## src/lds_pkg.sv

```systemverilog
`timescale 1ns / 1ps
`default_nettype none
// ----------------------------------------------------------------------------
// lds_pkg
// Shared types, constants and register codes of the line delimiter splitter.
// ----------------------------------------------------------------------------
package lds_pkg;

   localparam int BYTE_W      = 8;
   localparam int LEN_W       = 3;
   localparam int LIMIT_W     = 13;
   localparam int MATCH_W     = 2;
   localparam int USER_W      = 3;
   localparam int DATA_W      = 32;
   localparam int ADDR_W      = 5;
   localparam int DELIM_SLOTS = 4;

   localparam int DELIM_MAX   = 4;
   localparam int DELIM_CAP   = (DELIM_MAX < DELIM_SLOTS) ? DELIM_MAX : DELIM_SLOTS;
   localparam int LINE_MAX    = 4096;

   localparam int QUEUE_DEPTH = 4;
   localparam int QPTR_W      = $clog2(QUEUE_DEPTH);
   localparam int QCNT_W      = $clog2(QUEUE_DEPTH + 1);
   localparam int PHASE_W     = 3;

   // Reset values of the configuration registers.
   localparam logic [LEN_W-1:0]   RST_DELIM_LEN  = LEN_W'(1);
   localparam logic [BYTE_W-1:0]  RST_DELIM_B0   = BYTE_W'(10);
   localparam logic [LIMIT_W-1:0] RST_LINE_LIMIT = LIMIT_W'(4096);

   // Bit positions inside rsp_tuser.
   localparam int USER_BYTE_VALID = 0;
   localparam int USER_LINE_END   = 1;
   localparam int USER_OVERFLOW   = 2;

   typedef enum logic [2:0] {
      REG_DELIM_LEN  = 3'd0,
      REG_DELIM_B0   = 3'd1,
      REG_DELIM_B1   = 3'd2,
      REG_DELIM_B2   = 3'd3,
      REG_DELIM_B3   = 3'd4,
      REG_LINE_LIMIT = 3'd5
   } reg_idx_type;

   typedef enum logic [1:0] {
      TAIL_NONE,
      TAIL_BYTE,
      TAIL_END
   } tail_type;

   // One classified input byte: what the back end has to emit for it.
   typedef struct packed {
      logic                ovf;
      logic [MATCH_W-1:0]  rel_cnt;
      tail_type            tail;
      logic [BYTE_W-1:0]   data;
   } cmd_type;

   typedef struct packed {
      logic [LEN_W-1:0]                        delim_len;
      logic [DELIM_SLOTS-1:0][BYTE_W-1:0]      delim;
      logic [LIMIT_W-1:0]                      line_limit;
   } cfg_type;

endpackage
`default_nettype wire

```

## src/lds_csr.sv

```systemverilog
`timescale 1ns / 1ps
`default_nettype none
// ----------------------------------------------------------------------------
// lds_csr
// APB-style register file holding the delimiter and line limit settings.
// ----------------------------------------------------------------------------
module lds_csr
   import lds_pkg::*;
(
   input  wire logic              clock,
   input  wire logic              reset,
   input  wire logic              csr_psel,
   input  wire logic              csr_penable,
   input  wire logic              csr_pwrite,
   input  wire logic [ADDR_W-1:0] csr_paddr,
   input  wire logic [DATA_W-1:0] csr_pwdata,
   output logic      [DATA_W-1:0] csr_prdata,
   output logic                   csr_pready,
   output cfg_type                cfg
);

   cfg_type     cfg_ff;
   cfg_type     cfg_in;
   reg_idx_type reg_idx;
   logic        wr_en;

   assign csr_pready = 1'b1;
   assign reg_idx    = reg_idx_type'(csr_paddr[ADDR_W-1:2]);
   assign wr_en      = csr_psel & csr_penable & csr_pwrite & csr_pready;

   always_comb begin
      cfg_in = cfg_ff;
      if (wr_en) begin
         unique case (reg_idx)
            REG_DELIM_LEN:  cfg_in.delim_len  = csr_pwdata[LEN_W-1:0];
            REG_DELIM_B0:   cfg_in.delim[0]   = csr_pwdata[BYTE_W-1:0];
            REG_DELIM_B1:   cfg_in.delim[1]   = csr_pwdata[BYTE_W-1:0];
            REG_DELIM_B2:   cfg_in.delim[2]   = csr_pwdata[BYTE_W-1:0];
            REG_DELIM_B3:   cfg_in.delim[3]   = csr_pwdata[BYTE_W-1:0];
            REG_LINE_LIMIT: cfg_in.line_limit = csr_pwdata[LIMIT_W-1:0];
            default: ;
         endcase
      end
   end

   always_comb begin
      unique case (reg_idx)
         REG_DELIM_LEN:  csr_prdata = DATA_W'(cfg_ff.delim_len);
         REG_DELIM_B0:   csr_prdata = DATA_W'(cfg_ff.delim[0]);
         REG_DELIM_B1:   csr_prdata = DATA_W'(cfg_ff.delim[1]);
         REG_DELIM_B2:   csr_prdata = DATA_W'(cfg_ff.delim[2]);
         REG_DELIM_B3:   csr_prdata = DATA_W'(cfg_ff.delim[3]);
         REG_LINE_LIMIT: csr_prdata = DATA_W'(cfg_ff.line_limit);
         default:        csr_prdata = '0;
      endcase
   end

   always_ff @(posedge clock) begin
      if (reset) begin
         cfg_ff.delim_len  <= RST_DELIM_LEN;
         cfg_ff.delim[0]   <= RST_DELIM_B0;
         cfg_ff.delim[1]   <= '0;
         cfg_ff.delim[2]   <= '0;
         cfg_ff.delim[3]   <= '0;
         cfg_ff.line_limit <= RST_LINE_LIMIT;
      end else begin
         cfg_ff <= cfg_in;
      end
   end

   assign cfg = cfg_ff;

endmodule
`default_nettype wire

```

## src/lds_front.sv

```systemverilog
`timescale 1ns / 1ps
`default_nettype none
// ----------------------------------------------------------------------------
// lds_front
// Classifies each input byte against the delimiter and tracks line length.
// ----------------------------------------------------------------------------
module lds_front
   import lds_pkg::*;
(
   input  wire logic              clock,
   input  wire logic              reset,
   input  wire cfg_type           cfg,
   input  wire logic              in_valid,
   input  wire logic [BYTE_W-1:0] in_byte,
   input  wire logic              q_ready,
   output logic                   in_ready,
   output logic                   q_push,
   output cmd_type                q_cmd
);

   logic [MATCH_W-1:0] match_ff, match_in;
   logic [LIMIT_W-1:0] length_ff, length_in;

   logic [LEN_W-1:0]   len_eff;
   logic [LIMIT_W-1:0] lim_eff;
   logic [MATCH_W-1:0] mc0;
   logic [LIMIT_W-1:0] ll0;
   logic [LIMIT_W-1:0] ll1;
   logic [LEN_W-1:0]   mc_next;
   logic               accept;
   cmd_type            cmd;

   assign in_ready = q_ready;
   assign accept   = in_valid & in_ready;

   always_comb begin
      len_eff = cfg.delim_len;
      if (len_eff == '0) begin
         len_eff = LEN_W'(1);
      end else if (len_eff > LEN_W'(DELIM_CAP)) begin
         len_eff = LEN_W'(DELIM_CAP);
      end
      lim_eff = cfg.line_limit;
      if (lim_eff == '0) begin
         lim_eff = LIMIT_W'(1);
      end else if (lim_eff > LIMIT_W'(LINE_MAX)) begin
         lim_eff = LIMIT_W'(LINE_MAX);
      end
   end

   always_comb begin
      cmd       = '0;
      cmd.tail  = TAIL_NONE;
      cmd.data  = in_byte;
      mc0       = match_ff;
      ll0       = length_ff;
      // A shorter delimiter written since the last byte drops the held count.
      if ({1'b0, match_ff} >= len_eff) begin
         mc0 = '0;
      end
      if (length_ff >= lim_eff) begin
         cmd.ovf = 1'b1;
         mc0     = '0;
         ll0     = '0;
      end
      ll1       = ll0 + LIMIT_W'(1);
      mc_next   = {1'b0, mc0} + LEN_W'(1);
      match_in  = '0;
      length_in = ll1;
      if (in_byte == cfg.delim[mc0]) begin
         if (mc_next >= len_eff) begin
            cmd.tail  = TAIL_END;
            length_in = '0;
         end else begin
            match_in = mc_next[MATCH_W-1:0];
         end
      end else begin
         cmd.rel_cnt = mc0;
         // The byte that broke the match may itself start a new delimiter.
         if ((mc0 != '0) && (in_byte == cfg.delim[0])) begin
            if (len_eff == LEN_W'(1)) begin
               cmd.tail  = TAIL_END;
               length_in = '0;
            end else begin
               match_in = MATCH_W'(1);
            end
         end else begin
            cmd.tail = TAIL_BYTE;
         end
      end
   end

   assign q_cmd  = cmd;
   assign q_push = accept & (cmd.ovf | (cmd.rel_cnt != '0) | (cmd.tail != TAIL_NONE));

   always_ff @(posedge clock) begin
      if (reset) begin
         match_ff  <= '0;
         length_ff <= '0;
      end else if (accept) begin
         match_ff  <= match_in;
         length_ff <= length_in;
      end
   end

endmodule
`default_nettype wire

```

## src/lds_queue.sv

```systemverilog
`timescale 1ns / 1ps
`default_nettype none
// ----------------------------------------------------------------------------
// lds_queue
// Short command queue between the classifier and the result sequencer.
// ----------------------------------------------------------------------------
module lds_queue
   import lds_pkg::*;
(
   input  wire logic    clock,
   input  wire logic    reset,
   input  wire logic    push,
   input  wire cmd_type push_cmd,
   output logic         not_full,
   input  wire logic    pop,
   output logic         head_valid,
   output cmd_type      head_cmd
);

   cmd_type           entry_ff [QUEUE_DEPTH];
   logic [QPTR_W-1:0] wr_ptr_ff, wr_ptr_in;
   logic [QPTR_W-1:0] rd_ptr_ff, rd_ptr_in;
   logic [QCNT_W-1:0] count_ff, count_in;

   assign not_full   = (count_ff != QCNT_W'(QUEUE_DEPTH));
   assign head_valid = (count_ff != '0);
   assign head_cmd   = entry_ff[rd_ptr_ff];

   always_comb begin
      wr_ptr_in = push ? wr_ptr_ff + QPTR_W'(1) : wr_ptr_ff;
      rd_ptr_in = pop  ? rd_ptr_ff + QPTR_W'(1) : rd_ptr_ff;
      count_in  = count_ff;
      case ({push, pop})
         2'b10:   count_in = count_ff + QCNT_W'(1);
         2'b01:   count_in = count_ff - QCNT_W'(1);
         default: count_in = count_ff;
      endcase
   end

   always_ff @(posedge clock) begin
      if (reset) begin
         wr_ptr_ff <= '0;
         rd_ptr_ff <= '0;
         count_ff  <= '0;
      end else begin
         wr_ptr_ff <= wr_ptr_in;
         rd_ptr_ff <= rd_ptr_in;
         count_ff  <= count_in;
      end
   end

   always_ff @(posedge clock) begin
      if (push) begin
         entry_ff[wr_ptr_ff] <= push_cmd;
      end
   end

endmodule
`default_nettype wire

```

## src/lds_back.sv

```systemverilog
`timescale 1ns / 1ps
`default_nettype none
// ----------------------------------------------------------------------------
// lds_back
// Expands queued commands into beats, one beat per cycle unless rsp_tready stalls.
// ----------------------------------------------------------------------------
module lds_back
   import lds_pkg::*;
(
   input  wire logic               clock,
   input  wire logic               reset,
   input  wire cfg_type            cfg,
   input  wire logic               head_valid,
   input  wire cmd_type            head_cmd,
   output logic                    pop,
   output logic                    rsp_tvalid,
   input  wire logic               rsp_tready,
   output logic [BYTE_W-1:0]       rsp_tdata,
   output logic [USER_W-1:0]       rsp_tuser,
   output logic                    rsp_tlast
);

   logic [PHASE_W-1:0] phase_ff, phase_in;
   logic               valid_ff, valid_in;
   logic [BYTE_W-1:0]  byte_ff, byte_in;
   logic [USER_W-1:0]  user_ff, user_in;
   logic               last_ff, last_in;

   logic [PHASE_W-1:0] total;
   logic [PHASE_W-1:0] rel_idx;
   logic               load;

   assign load = head_valid & (~valid_ff | rsp_tready);

   always_comb begin
      // Beat order: overflow, released delimiter bytes, then the tail beat.
      total   = PHASE_W'(head_cmd.ovf) + PHASE_W'(head_cmd.rel_cnt)
              + PHASE_W'(head_cmd.tail != TAIL_NONE);
      rel_idx = phase_ff - PHASE_W'(head_cmd.ovf);
      byte_in = '0;
      user_in = '0;
      if (head_cmd.ovf && (phase_ff == '0)) begin
         user_in[USER_OVERFLOW] = 1'b1;
      end else if (rel_idx < PHASE_W'(head_cmd.rel_cnt)) begin
         byte_in                  = cfg.delim[rel_idx[MATCH_W-1:0]];
         user_in[USER_BYTE_VALID] = 1'b1;
      end else if (head_cmd.tail == TAIL_BYTE) begin
         byte_in                  = head_cmd.data;
         user_in[USER_BYTE_VALID] = 1'b1;
      end else begin
         user_in[USER_LINE_END] = 1'b1;
      end
      last_in  = (phase_ff == total - PHASE_W'(1));
      pop      = load & last_in;
      phase_in = phase_ff;
      if (load) begin
         phase_in = last_in ? '0 : phase_ff + PHASE_W'(1);
      end
      valid_in = valid_ff;
      if (load) begin
         valid_in = 1'b1;
      end else if (rsp_tready) begin
         valid_in = 1'b0;
      end
   end

   always_ff @(posedge clock) begin
      if (reset) begin
         phase_ff <= '0;
         valid_ff <= 1'b0;
      end else begin
         phase_ff <= phase_in;
         valid_ff <= valid_in;
      end
   end

   always_ff @(posedge clock) begin
      if (load) begin
         byte_ff <= byte_in;
         user_ff <= user_in;
         last_ff <= last_in;
      end
   end

   assign rsp_tvalid = valid_ff;
   assign rsp_tdata  = byte_ff;
   assign rsp_tuser  = user_ff;
   assign rsp_tlast  = last_ff;

endmodule
`default_nettype wire

```

## src/line_delimiter_splitter.sv

```systemverilog
`timescale 1ns / 1ps
`default_nettype none
// ----------------------------------------------------------------------------
// line_delimiter_splitter
// Splits a byte stream into lines ended by a 1 to 4 byte delimiter.
// ----------------------------------------------------------------------------
// An accepted byte's command is queued, then its first result beat is loaded
// into the output register. Throughput: one byte per cycle while each byte
// yields at most one beat and rsp_tready is high; a four-entry command queue
// absorbs longer bursts. Synchronous reset restores the register defaults and
// clears the match and length counters.
// ----------------------------------------------------------------------------
module line_delimiter_splitter
   import lds_pkg::*;
(
   input  wire logic              clock,
   input  wire logic              reset,
   // req_tdata: [7:0] data_byte
   input  wire logic              req_tvalid,
   output logic                   req_tready,
   input  wire logic [BYTE_W-1:0] req_tdata,
   // rsp_tdata: [7:0] out_byte
   output logic                   rsp_tvalid,
   input  wire logic              rsp_tready,
   output logic [BYTE_W-1:0]      rsp_tdata,
   // rsp_tuser: [0] byte_valid, [1] line_end, [2] overflow
   output logic [USER_W-1:0]      rsp_tuser,
   output logic                   rsp_tlast,
   input  wire logic              csr_psel,
   input  wire logic              csr_penable,
   input  wire logic              csr_pwrite,
   input  wire logic [ADDR_W-1:0] csr_paddr,
   input  wire logic [DATA_W-1:0] csr_pwdata,
   output logic      [DATA_W-1:0] csr_prdata,
   output logic                   csr_pready
);

   cfg_type cfg;
   logic    q_push;
   logic    q_not_full;
   logic    q_pop;
   logic    q_head_valid;
   cmd_type q_push_cmd;
   cmd_type q_head_cmd;

   lds_csr u_csr (
      .clock       (clock),
      .reset       (reset),
      .csr_psel    (csr_psel),
      .csr_penable (csr_penable),
      .csr_pwrite  (csr_pwrite),
      .csr_paddr   (csr_paddr),
      .csr_pwdata  (csr_pwdata),
      .csr_prdata  (csr_prdata),
      .csr_pready  (csr_pready),
      .cfg         (cfg)
   );

   lds_front u_front (
      .clock    (clock),
      .reset    (reset),
      .cfg      (cfg),
      .in_valid (req_tvalid),
      .in_byte  (req_tdata),
      .q_ready  (q_not_full),
      .in_ready (req_tready),
      .q_push   (q_push),
      .q_cmd    (q_push_cmd)
   );

   lds_queue u_queue (
      .clock      (clock),
      .reset      (reset),
      .push       (q_push),
      .push_cmd   (q_push_cmd),
      .not_full   (q_not_full),
      .pop        (q_pop),
      .head_valid (q_head_valid),
      .head_cmd   (q_head_cmd)
   );

   lds_back u_back (
      .clock      (clock),
      .reset      (reset),
      .cfg        (cfg),
      .head_valid (q_head_valid),
      .head_cmd   (q_head_cmd),
      .pop        (q_pop),
      .rsp_tvalid (rsp_tvalid),
      .rsp_tready (rsp_tready),
      .rsp_tdata  (rsp_tdata),
      .rsp_tuser  (rsp_tuser),
      .rsp_tlast  (rsp_tlast)
   );

endmodule
`default_nettype wire
```

## config.mk

```make
export PLATFORM = sky130hd
export DESIGN_NAME = line_delimiter_splitter
export DESIGN_NICKNAME = d
export VERILOG_FILES = /design/src/lds_pkg.sv /design/src/lds_csr.sv /design/src/lds_front.sv /design/src/lds_queue.sv /design/src/lds_back.sv /design/src/line_delimiter_splitter.sv
export SDC_FILE = /design/constraint.sdc
export NUM_CORES = 1
export LEC_CHECK = 0
export BUFFER_PORTS_ARGS = -buffer_cell sky130_fd_sc_hd__buf_4
export CAP_MARGIN = 0
export CORE_AREA = 2 2 152 154
export CTS_CLUSTER_DIAMETER = 120
export DETAILED_ROUTE_END_ITERATION = 10
export DIE_AREA = 0 0 154 156
export SLEW_MARGIN = 0
export SYNTH_ARGS = -nofsm -noshare
export SYNTH_HDL_FRONTEND = slang
export SYNTH_SLANG_ARGS = --single-unit
```

## constraint.sdc

```tcl
create_clock -name clock -period 6.8 [get_ports clock]
set_clock_uncertainty 0.2 [all_clocks]
set_input_delay 0 -clock clock [delete_from_list [all_inputs] [get_ports clock]]
set_output_delay 0 -clock clock [all_outputs]
set_load 0.03 [all_outputs]
```

==> run metrics <==
outcome=finished, final reports clean; DRC violations left=0; largest cells by area after synthesis=sky130_fd_sc_hd__edfxtp_1 25%, sky130_fd_sc_hd__dfxtp_1 20%, sky130_fd_sc_hd__mux2i_1 7.6%; proportion of power drawn by combinational gates=28.9%; Slew Viols, Final=0; Peak supply drop=0.1626 mV; Netlist Area Pre-Place=7736 sq um; pin count of the biggest net entering global routing=73; critical path launch point type=flip-flop; cell with the most instances after synthesis=sky130_fd_sc_hd__nor2_1; final hold violation count=0; number of nets still failing antenna checks after routing=0; via density per instance=5.290; Synth Area in XOR/XNOR=2.038%; gate count of the mapped netlist=748; maxcap violations=0; leakage power=3.453 nW; FFs w/ async S/R, synth=0%; share of cell area taken by muxes after synthesis=14.77%; count of warnings emitted by yosys=0; die area=24020 sq um; cell type with the largest total area after synthesis=sky130_fd_sc_hd__edfxtp_1; Core Footprint=22370 sq um; post-CTS setup buffers=0; synthesis-to-layout area growth=19.62%; clk root buf=sky130_fd_sc_hd__clkbuf_16; count of vias placed by the detailed router=5941; maximum number of buffers from clock root to sink=2; proportion of synthesized chip area in sequential cells=44.51%; final-stage net count=912; most common library cells after synthesis=85 x sky130_fd_sc_hd__nor2_1, 76 x sky130_fd_sc_hd__dfxtp_1, 73 x sky130_fd_sc_hd__nand2_1; aggregate global-route resource usage=16.48%; min cycle time layout=5.422 ns; Synth Area in Adders=5.855%; Worst-Margin Slew=1.161 ns; critical path capture point type=flip-flop; power spent charging and discharging nets=903.7 uW; achievable clock frequency=184.4 MHz; per-instance average area after synthesis=10.34 sq um; number of detailed-routing iterations run before antenna repair=5; share of cells above drive strength 1=15.51%; pwr/cell area=305.3 nW/um^2; width of the chip=154 um; RSZ-0062 raised after global routing=false; Post-Synth Simple-Gate Area=15.87%; deepest level of the CTS H-tree=4; Final Wtd Congestion=0.8739; Crit path required time=6.95 ns; Routed wire per std cell=17.31 um; wire length of the first global-routing pass=30.80 mm; Netlist cell types=74; worst-path fanout max=14; clock net sink count=140; sequential share of power=37.6%; via count of the first global-routing pass=5671; GRT Residual Overflow=0; clock tree from TritonCTS=built; area fraction in compound gates after synthesis=11.71%; Starting Density=34.59%; total wire length after detailed routing=19.44 mm; Die Y=156 um; num rows=55; dominant combinational cell family by area after synthesis=simple AND/OR/NAND/NOR gates; net switching fraction of the power=31.98%; clk slew on worst S/H paths=0.06 ns; Inserted Clock Buffers=17; synthesis-stage register bit count=140; number of enable flip-flop cells after synthesis=64; summed negative setup slack over all endpoints=0 ns; clock latency of the later-clocked register in the worst-skew pair=0.43 ns; number of antenna diodes=0; signal arrival time at the worst endpoint=5.57 ns; post-DP HPWL=13.92 mm; worst slew margin relative to its limit=22.33%; # fillers=2191; type of the worst setup path=flip-flop to flip-flop; crit share post-route=79.74%; first-iteration detailed-routing DRC count=482; part of the total power dissipated in the clock network=33.5%; Post-synth top flop=sky130_fd_sc_hd__dfxtp_1; min-delay worst type=primary input to flip-flop; number of top-level pins=99; Pint=1.922 mW; Setup-failing EPs final=0; input/output buffers=57; number of antenna violations at the first check in global routing=0; share of the synthesized area in the top cell type=24.84%; Hold WS=0.03223 ns
[worst max-delay path, cell delays in order (launching register included)]
cell and delay [ns]:
sky130_fd_sc_hd__dfxtp_1 0.31, sky130_fd_sc_hd__inv_1 0.30, sky130_fd_sc_hd__nand2_1 0.13, sky130_fd_sc_hd__ha_1 0.32, sky130_fd_sc_hd__a21oi_1 0.19, sky130_fd_sc_hd__o221ai_2 0.14
sky130_fd_sc_hd__a211oi_4 0.48, sky130_fd_sc_hd__and2_1 0.32, sky130_fd_sc_hd__o211ai_1 0.18, sky130_fd_sc_hd__inv_1 0.11, sky130_fd_sc_hd__ha_1 0.24, sky130_fd_sc_hd__ha_1 0.27
sky130_fd_sc_hd__a21o_1 0.16, sky130_fd_sc_hd__a21o_1 0.20, sky130_fd_sc_hd__nor2_1 0.18, sky130_fd_sc_hd__a31oi_1 0.28, sky130_fd_sc_hd__inv_1 0.12, sky130_fd_sc_hd__ha_1 0.18
sky130_fd_sc_hd__inv_1 0.06, sky130_fd_sc_hd__fa_1 0.37, sky130_fd_sc_hd__xor2_1 0.16, sky130_fd_sc_hd__or3_1 0.30, sky130_fd_sc_hd__a21oi_1 0.13
[what timing repair did]
action                    CTS  global route
gates resized for setup     0             0
hold buffers               30             0
hold endpoints to repair   98             0
[state kept, by name, summed over array words and instances, names as in the netlist, named ones only]
register	count
u_csr.cfg	48
u_queue.rd_ptr_ff	2
u_back.rsp_tdata	8
u_back.rsp_tvalid	1
u_queue.wr_ptr_ff	2
u_back.phase_ff	3
u_queue.count_ff	3
u_front.length_ff	13
u_queue.entry_ff	52
u_front.match_ff	2
u_back.rsp_tlast	1
u_back.rsp_tuser	3
[kinds of logic (layout without fill, tap and decap cells)]
family	after synthesis	after routing
flip-flops	140	140
XOR/XNOR	18	18
buffers and inverters	85	157
adder cells (fa/ha/maj)	35	35
other	2	20
AND/OR/NAND/NOR	255	255
AO/OA/AOI/OAI	127	127
multiplexers	86	86
[metal layers]
metal | track usage [%] | wire, um
met1 | 22.51 | 9122
met2 | 26.39 | 8969
met3 | 3.806 | 1161
met4 | 4.317 | 182
met5 | 0 | 0
[placed cells by master (no fill, tap or decap), types with 5 or more instances in the layout]
master,instances
sky130_fd_sc_hd__nand2_1,73
sky130_fd_sc_hd__buf_4,61
sky130_fd_sc_hd__nand3_1,11
sky130_fd_sc_hd__a22oi_1,7
sky130_fd_sc_hd__o21ai_0,10
sky130_fd_sc_hd__conb_1,20
sky130_fd_sc_hd__edfxtp_1,64
sky130_fd_sc_hd__nor2_1,85
sky130_fd_sc_hd__a21oi_1,42
sky130_fd_sc_hd__o22ai_1,5
sky130_fd_sc_hd__mux2i_1,59
sky130_fd_sc_hd__inv_1,33
sky130_fd_sc_hd__o221ai_1,5
sky130_fd_sc_hd__xor2_1,14
sky130_fd_sc_hd__mux2_2,5
sky130_fd_sc_hd__dfxtp_1,76
sky130_fd_sc_hd__ha_1,33
sky130_fd_sc_hd__nand4_1,10
sky130_fd_sc_hd__mux4_2,22
sky130_fd_sc_hd__nor2b_1,10
sky130_fd_sc_hd__nor3_1,14
sky130_fd_sc_hd__clkbuf_16,17
sky130_fd_sc_hd__and2_1,10
sky130_fd_sc_hd__dlygate4sd3_1,30
sky130_fd_sc_hd__nor4_1,9
sky130_fd_sc_hd__and3_1,8
[layout make-up]
cell class / instances / area [sq um] / share of cell area (%)
Tap cell: 285 / 356.6 / 3.853
Clock inverter: 10 / 141.4 / 1.528
Sequential cell: 140 / 3443 / 37.21
Timing Repair Buffer: 91 / 758.2 / 8.194
Multi-Input combinational cell: 541 / 3973 / 42.93
Clock buffer: 22 / 454.2 / 4.908
Inverter: 34 / 127.6 / 1.379
[per-stage QoR]
stage	instances	instance area [sq um]	worst slack (ns)	total power [mW]	utilization (%)
4_1_cts	1123	9254	1.396	2.859	41.38
2_1_floorplan	766	7804	1.843	1.667	-
6_report	1123	9254	1.378	2.826	41.38
3_3_place_gp	1061	8358	1.487	1.885	37.37
3_5_place_dp	1061	8358	1.395	1.892	37.37
5_1_grt	1123	9254	1.032	2.961	41.38
[worst paths after layout]
check | startpoint | endpoint | slack, ns | cells after the start
max | u_csr.cfg[12]$_SDFFE_PP1P_ | u_queue.count_ff[2]$_SDFFE_PP0P_ | 1.38 | 22
min | csr_paddr[3] | u_csr.cfg[45]$_SDFFE_PP1P_ | 0.03 | 3
max reg2reg | u_csr.cfg[12]$_SDFFE_PP1P_ | u_queue.count_ff[2]$_SDFFE_PP0P_ | 1.38 | 22
min reg2reg | u_csr.cfg[0]$_SDFFE_PP0P_ | u_csr.cfg[0]$_SDFFE_PP0P_ | 0.29 | 2
[power groups by stage]
stage	Sequential (mW)	Clock (mW)	Combinational [mW]
after global placement	1.08	0	0.804
after detailed placement	1.08	0	0.809
after floorplan	1.14	0	0.524
final	1.06	0.947	0.816
after global routing	1.08	0.994	0.890
after CTS	1.07	0.967	0.827
Power figures use the tool's default switching activity.
